### config.mk
export PLATFORM = sky130hd
export DESIGN_NAME = framed_command_byte_parser
export DESIGN_NICKNAME = d
export VERILOG_FILES = /design/src/rtl/fcbp_pkg.sv /design/src/rtl/framed_command_byte_parser.sv
export SDC_FILE = /design/constraint.sdc
export NUM_CORES = 1
export LEC_CHECK = 0
export ABC_AREA = 0
export BUFFER_PORTS_ARGS = -buffer_cell sky130_fd_sc_hd__buf_4
export CORE_UTILIZATION = 60
export CTS_CLUSTER_DIAMETER = 30
export DETAILED_ROUTE_END_ITERATION = 12
export PLACE_DENSITY_LB_ADDON = 0.08
export SKIP_LAST_GASP = 1
export SLEW_MARGIN = 20
export SYNTH_ARGS = -nofsm -noshare
export SYNTH_HDL_FRONTEND = slang
export SYNTH_SLANG_ARGS = --single-unit
export TNS_END_PERCENT = 20
### constraint.sdc
create_clock -name clk -period 4 [get_ports clk]
set_input_delay 0 -clock clk [delete_from_list [all_inputs] [get_ports clk]]
set_output_delay 0 -clock clk [all_outputs]
set_load 0.005 [all_outputs]
### src/rtl/fcbp_pkg.sv
// Shared types and constants for the framed command byte parser.
// No dependencies; used by framed_command_byte_parser.
`default_nettype none

package fcbp_pkg;

  localparam logic [7:0] START_BYTE       = 8'hAA;
  localparam logic [7:0] END_BYTE         = 8'h55;
  localparam logic [7:0] MAX_LENGTH_RESET = 8'd64;

  typedef enum logic [1:0] {
    CODE_NOP      = 2'd0,
    CODE_LAMP_ON  = 2'd1,
    CODE_LAMP_OFF = 2'd2,
    CODE_LAMP_FLIP = 2'd3
  } command_code_t;

  typedef enum logic [2:0] {
    PH_HUNT = 3'd0,
    PH_LEN  = 3'd1,
    PH_CMD  = 3'd2,
    PH_DATA = 3'd3,
    PH_SUM  = 3'd4,
    PH_END  = 3'd5
  } phase_t;

endpackage

`default_nettype wire

### src/rtl/framed_command_byte_parser.sv
// Framed command byte parser: frame hunting, length check, XOR checksum and
// command decode in one module. Depends on fcbp_pkg.
//
// Usage:
//   Input channel (in_valid, rx_byte, in_stall) carries one received byte per
//   beat. Output channel (out_valid, command_code, frame_accepted, out_stall)
//   carries exactly one result per input beat: command_code 1/2/3 with
//   frame_accepted high when a checked frame with a known command ends on
//   that byte, else zeros.
//   The configuration register max_frame_length is written through
//   cfg_write_en / cfg_write_data; the user must write it only while the
//   block is idle, which the block does not enforce. It is applied at the
//   next length byte. The result of a byte is registered and appears in the
//   cycle after it is accepted. The block takes one byte per cycle unless
//   the receiver stalls; frame state and result update in the same cycle.
//   When the receiver stalls, the result register holds its beat and
//   in_stall is raised, so no new byte is taken until the result drains.
//   Reset (rst, synchronous) returns to hunting for the start byte, empties
//   the result register and sets the length limit to 64.
`default_nettype none

module framed_command_byte_parser (
  input  wire logic       clk,
  input  wire logic       rst,
  input  wire logic       in_valid,
  output logic            in_stall,
  input  wire logic [7:0] rx_byte,
  output logic            out_valid,
  input  wire logic       out_stall,
  output logic [1:0]      command_code,
  output logic            frame_accepted,
  input  wire logic       cfg_write_en,
  input  wire logic [7:0] cfg_write_data
);

  fcbp_pkg::phase_t phase, phase_next;
  logic [7:0] max_frame_length;
  logic [7:0] frame_length, frame_length_next;
  logic [7:0] payload_count, payload_count_next;
  logic [7:0] running_xor, running_xor_next;
  logic [7:0] command_byte, command_byte_next;
  fcbp_pkg::command_code_t code;
  logic       accept;
  logic [7:0] count_inc;
  logic [8:0] count_reach;

  assign in_stall = out_valid && out_stall;
  assign accept   = in_valid && !in_stall;

  assign count_inc   = payload_count + 8'd1;
  assign count_reach = {1'b0, count_inc} + 9'd1;

  // Next frame state for the byte on rx_byte.
  always_comb begin
    phase_next         = phase;
    frame_length_next  = frame_length;
    payload_count_next = payload_count;
    running_xor_next   = running_xor;
    command_byte_next  = command_byte;
    unique case (phase)
      fcbp_pkg::PH_LEN: begin
        if (rx_byte == 8'd0 || rx_byte > max_frame_length) begin
          phase_next = fcbp_pkg::PH_HUNT;
        end else begin
          frame_length_next  = rx_byte;
          payload_count_next = 8'd0;
          running_xor_next   = rx_byte;
          phase_next         = fcbp_pkg::PH_CMD;
        end
      end
      fcbp_pkg::PH_CMD: begin
        command_byte_next = rx_byte;
        running_xor_next  = running_xor ^ rx_byte;
        phase_next = (frame_length > 8'd1) ? fcbp_pkg::PH_DATA : fcbp_pkg::PH_SUM;
      end
      fcbp_pkg::PH_DATA: begin
        payload_count_next = count_inc;
        running_xor_next   = running_xor ^ rx_byte;
        if (count_reach >= {1'b0, frame_length}) begin
          phase_next = fcbp_pkg::PH_SUM;
        end
      end
      fcbp_pkg::PH_SUM: begin
        phase_next = (running_xor == rx_byte) ? fcbp_pkg::PH_END : fcbp_pkg::PH_HUNT;
      end
      fcbp_pkg::PH_END: begin
        phase_next = fcbp_pkg::PH_HUNT;
      end
      default: begin
        phase_next = (rx_byte == fcbp_pkg::START_BYTE) ? fcbp_pkg::PH_LEN
                                                       : fcbp_pkg::PH_HUNT;
      end
    endcase
  end

  // Result for the byte on rx_byte.
  always_comb begin
    code = fcbp_pkg::CODE_NOP;
    if (phase == fcbp_pkg::PH_END && rx_byte == fcbp_pkg::END_BYTE &&
        command_byte >= 8'd1 && command_byte <= 8'd3) begin
      code = fcbp_pkg::command_code_t'(command_byte[1:0]);
    end
  end

  always_ff @(posedge clk) begin
    if (rst) begin
      phase            <= fcbp_pkg::PH_HUNT;
      frame_length     <= 8'd0;
      payload_count    <= 8'd0;
      running_xor      <= 8'd0;
      command_byte     <= 8'd0;
      max_frame_length <= fcbp_pkg::MAX_LENGTH_RESET;
      out_valid        <= 1'b0;
    end else begin
      if (cfg_write_en) begin
        max_frame_length <= cfg_write_data;
      end
      if (accept) begin
        phase         <= phase_next;
        frame_length  <= frame_length_next;
        payload_count <= payload_count_next;
        running_xor   <= running_xor_next;
        command_byte  <= command_byte_next;
        out_valid     <= 1'b1;
      end else if (!out_stall) begin
        out_valid <= 1'b0;
      end
    end
  end

  // The result payload only needs to load when a byte is taken.
  always_ff @(posedge clk) begin
    if (accept) begin
      command_code   <= code;
      frame_accepted <= (code != fcbp_pkg::CODE_NOP);
    end
  end

`ifndef SYNTHESIS
  a_flag_matches_code: assert property (@(posedge clk) disable iff (rst)
    out_valid |-> (frame_accepted == (command_code != fcbp_pkg::CODE_NOP)))
    else $error("frame_accepted disagrees with command_code");

  a_stall_only_when_full: assert property (@(posedge clk) disable iff (rst)
    in_stall |-> out_valid)
    else $error("input stalled with empty result register");

  a_bad_sum_rehunts: assert property (@(posedge clk) disable iff (rst)
    (accept && phase == fcbp_pkg::PH_SUM && rx_byte != running_xor)
      |=> (phase == fcbp_pkg::PH_HUNT))
    else $error("checksum mismatch did not return to hunting");

  a_accept_only_at_end: assert property (@(posedge clk) disable iff (rst)
    (accept && phase != fcbp_pkg::PH_END) |=> !frame_accepted)
    else $error("frame accepted outside the end byte");
`endif

endmodule

`default_nettype wire
==> key figures <==
Run status
  • Status: finished clean

Synthesis
  • Register bit total from synthesis: 47
  • Mapped Area: ~3000 um^2
  • EDFF count, synth: 3
  • Cell count after synthesis: between 300 and 400
  • Ys async rst share: 0%
  • Most frequent cells after synthesis: 44 x dfxtp_1, 37 x nand2_1, 28 x nor2_1, 28 x o21ai_0, 24 x a21oi_1
  • Synth area leader: dfxtp_1
  • Yosys synthesis warning count: 0
  • Syn_nets: 418
  • Top FF cell, synth: dfxtp_1
  • Number of distinct library cells after synthesis: 54
  • Most common cell in the synthesized netlist: dfxtp_1
  • Synth top area cells: dfxtp_1 29%, ha_1 7.8%, o21ai_0 4.6%, nand2_1 4.6%, xnor2_1 4.0%
  • Sequential fraction of the synthesis area: 32.0%
  • Avg Synthesized Cell Area: 8.02 um^2
  • Area share of the largest cell type after synthesis: around 29%

Floorplanning
  • Die width: between 70 and 80 um
  • Starting Density: 63.4%
  • Die area: 5340 um^2
  • I/O Pins: 26
  • Core box area: 4790 um^2
  • Die Y: 73.1 um
  • Site row count: 25

Drt
  • DR iter-0 viols: 240
  • Vias per cell: 6.20
  • Routed via count: 2946
  • DRC viols: 0
  • WL final: 7.52 mm
  • DR pass1 iterations: 5
  • Remaining antenna violation count: 0
  • Drt wl/cell: 15.8 um

Setup path
  • R2R Setup Slk: between 0.6 and 0.7 ns
  • Critical-path cell list: ha_1 -> nand3_4 -> nor3b_1 -> o32ai_1 -> xor2_1 -> ha_1 -> nand4_1 -> a21oi_1 -> o21ai_0 -> a311oi_2 -> mux2_1
  • Crit-path most repeated cell: ha_1
  • Delay-heaviest family, CP: adder cells
  • CP max stage delay: 0.57 ns
  • CP arrival: about 3.5 ns
  • Setup CP Type: flop to flop
  • Max FO, Critical Path: 12
  • Worst endpoint required time: 4.21 ns
  • WP buf/inv: 0
  • CP endpoint kind: flop
  • CP max stage cell: dfxtp_1
  • Setup crit start kind: flop

STA
  • Setup TNS: 0 ns
  • Hold Vio Cnt, Final: 0
  • Slew HR: 34.7%
  • Tmin final: 3.31 ns
  • Fmax: roughly 0.30 GHz
  • Finish-stage setup viols: 0
  • Max-slew violation count: 0
  • Tightest Pin Transition: 0.979 ns
  • RSZ-0062 raised after global routing: false
  • Clock skew: 0.0117 ns
  • Period utilization: 82.8%

Flow run
  • Max-Cap Viols: 0

Clocking
  • Max clock buf depth: 2
  • Cts bufs inserted: 5
  • Clock sink count: 47
  • Post-cts resize count: 0
  • CTS tree: built
  • H-tree Lvls: 2
  • CTS Root Cell: clkbuf_8
  • Clock-pin transition on the worst setup and hold timing paths: 0.10 ns
  • Worst skew pair latency: 0.32 ns
  • Post-CTS Setup Bufs: 0

Placement
  • Post-detail-place hpwl: 5.09 mm
  • Port Buffers: 25
  • GP Congestion: 0.903
  • Dpl cell area: 3210 um^2

Global route
  • GRT overflow: 0
  • Pin count of the biggest net entering global routing: 34
  • Gr usage total: 29.7%
  • First-pass GRT wire length: 12.1 mm
  • Antenna violations before repair: 0
  • Vias in the first global route: 2622

Layout
  • Layout cells sized above 1: 12.7%
  • Final Cell Area: between 3000 and 4000 um^2
  • N_diodes: 0
  • NumNets Final: 447
  • Synth-to-layout area growth: 15.1%

Pwr
  • Maximum vdd drop: ~0.21 mV
  • Pleak: 1.26 nW
  • Power per cell area: 305 nW/um^2

Worst hold path
  • Hold crit path type: primary input to flop
==> metal layers <==
| metal | track usage [%] | wire, um |
|---|---|---|
| met5 | 0 | 0 |
| met4 | 12.2 | 188 |
| met3 | 5.80 | 510 |
| met2 | 46.4 | 3420 |
| met1 | 39.9 | 3410 |
==> power breakdown <==
part	switching (mW)	leakage [nW]	internal (mW)	total, mW
combinational	0.106	0.815	0.0767	0.182
clock	0.186	0.0587	0.190	0.375
sequential	0.0157	0.388	0.490	0.506
total	0.307	1.26	0.757	1.06
==> path summary, 6_finish.rpt <==
| check | cells past startpoint | end | from |
|---|---|---|---|
| hold / removal | 3 | command_byte[1] | rx_byte[1] |
| setup reg to reg | 11 | phase[2] | payload_count[0] |
| hold reg to reg | 2 | command_byte[5] | command_byte[5] |
| setup / recovery | 11 | phase[2] | payload_count[0] |
==> worst reg2reg max path, cell delays in order, from the launching register on <==
cell and delay (ns):
dfxtp_1 0.57, ha_1 0.45, nand3_4 0.14, nor3b_1 0.29, o32ai_1 0.18, xor2_1 0.19, ha_1 0.34, nand4_1 0.09
a21oi_1 0.12, o21ai_0 0.12, a311oi_2 0.36, mux2_1 0.36
==> cell usage in the layout, fill, tap and decap left out, types with 6 or more instances in the layout <==
master          n
nand2_1        37
a221oi_1        8
nor2_1         28
a31o_2          8
dfxtp_1        44
buf_4          28
dlygate4sd3_1  16
nand4_1         7
a21oi_1        24
ha_1           19
inv_1          22
and2_1         11
nor3_1         10
o32ai_1         9
nand3_1        22
xor2_1          6
o21ai_0        28
mux2i_1         7
xnor2_1        14
==> final cells by class <==
class / instances / area [um^2]
tap: 67 / 83.8
multi-input combinational: 287 / 1870
timing repair buffer: 44 / 370
sequential: 47 / 971
clock buffer: 5 / 68.8
inverter: 22 / 82.6
fill: 379 / 1290
clock inverter: 3 / 47.5
==> timing repair <==
action                                 CTS  global route
endpoints found under the hold margin   15             0
setup endpoints to repair                0             0
hold buffers                            16             0
==> per-stage QoR <==
stage / total power, mW / std cells / hold slack (ns) / setup slack [ns] / util [%]
after floorplan: 0.622 / 378 / 0.124 / 1.33 / -
after global placement: 0.679 / 451 / 0.223 / 0.929 / 67.2
after detailed placement: 0.683 / 451 / 0.230 / 0.790 / 67.2
after CTS: 1.06 / 475 / 0.00368 / 0.707 / 72.9
after global routing: 1.10 / 475 / 0.0119 / 0.436 / 72.9
final: 1.06 / 475 / 0.0125 / 0.689 / 72.9
==> state kept, by name, indices dropped and copies added (netlist names) <==
name	count
command_byte	8
command_code	2
frame_accepted	1
frame_length	8
max_frame_length	8
out_valid	1
payload_count	8
phase	3
running_xor	8
==> cell families after synthesis <==
family / after synthesis / share of synthesized area (%)
compound gates: 98 / 21.3
mux: 8 / 2.68
xor+xnor: 20 / 5.78
fa+ha+maj: 19 / 7.84
flops: 47 / 32.0
simple gates: 142 / 23.9
buf+inv: 44 / 6.44
Note: power is estimated with default switching activity, not from simulation.
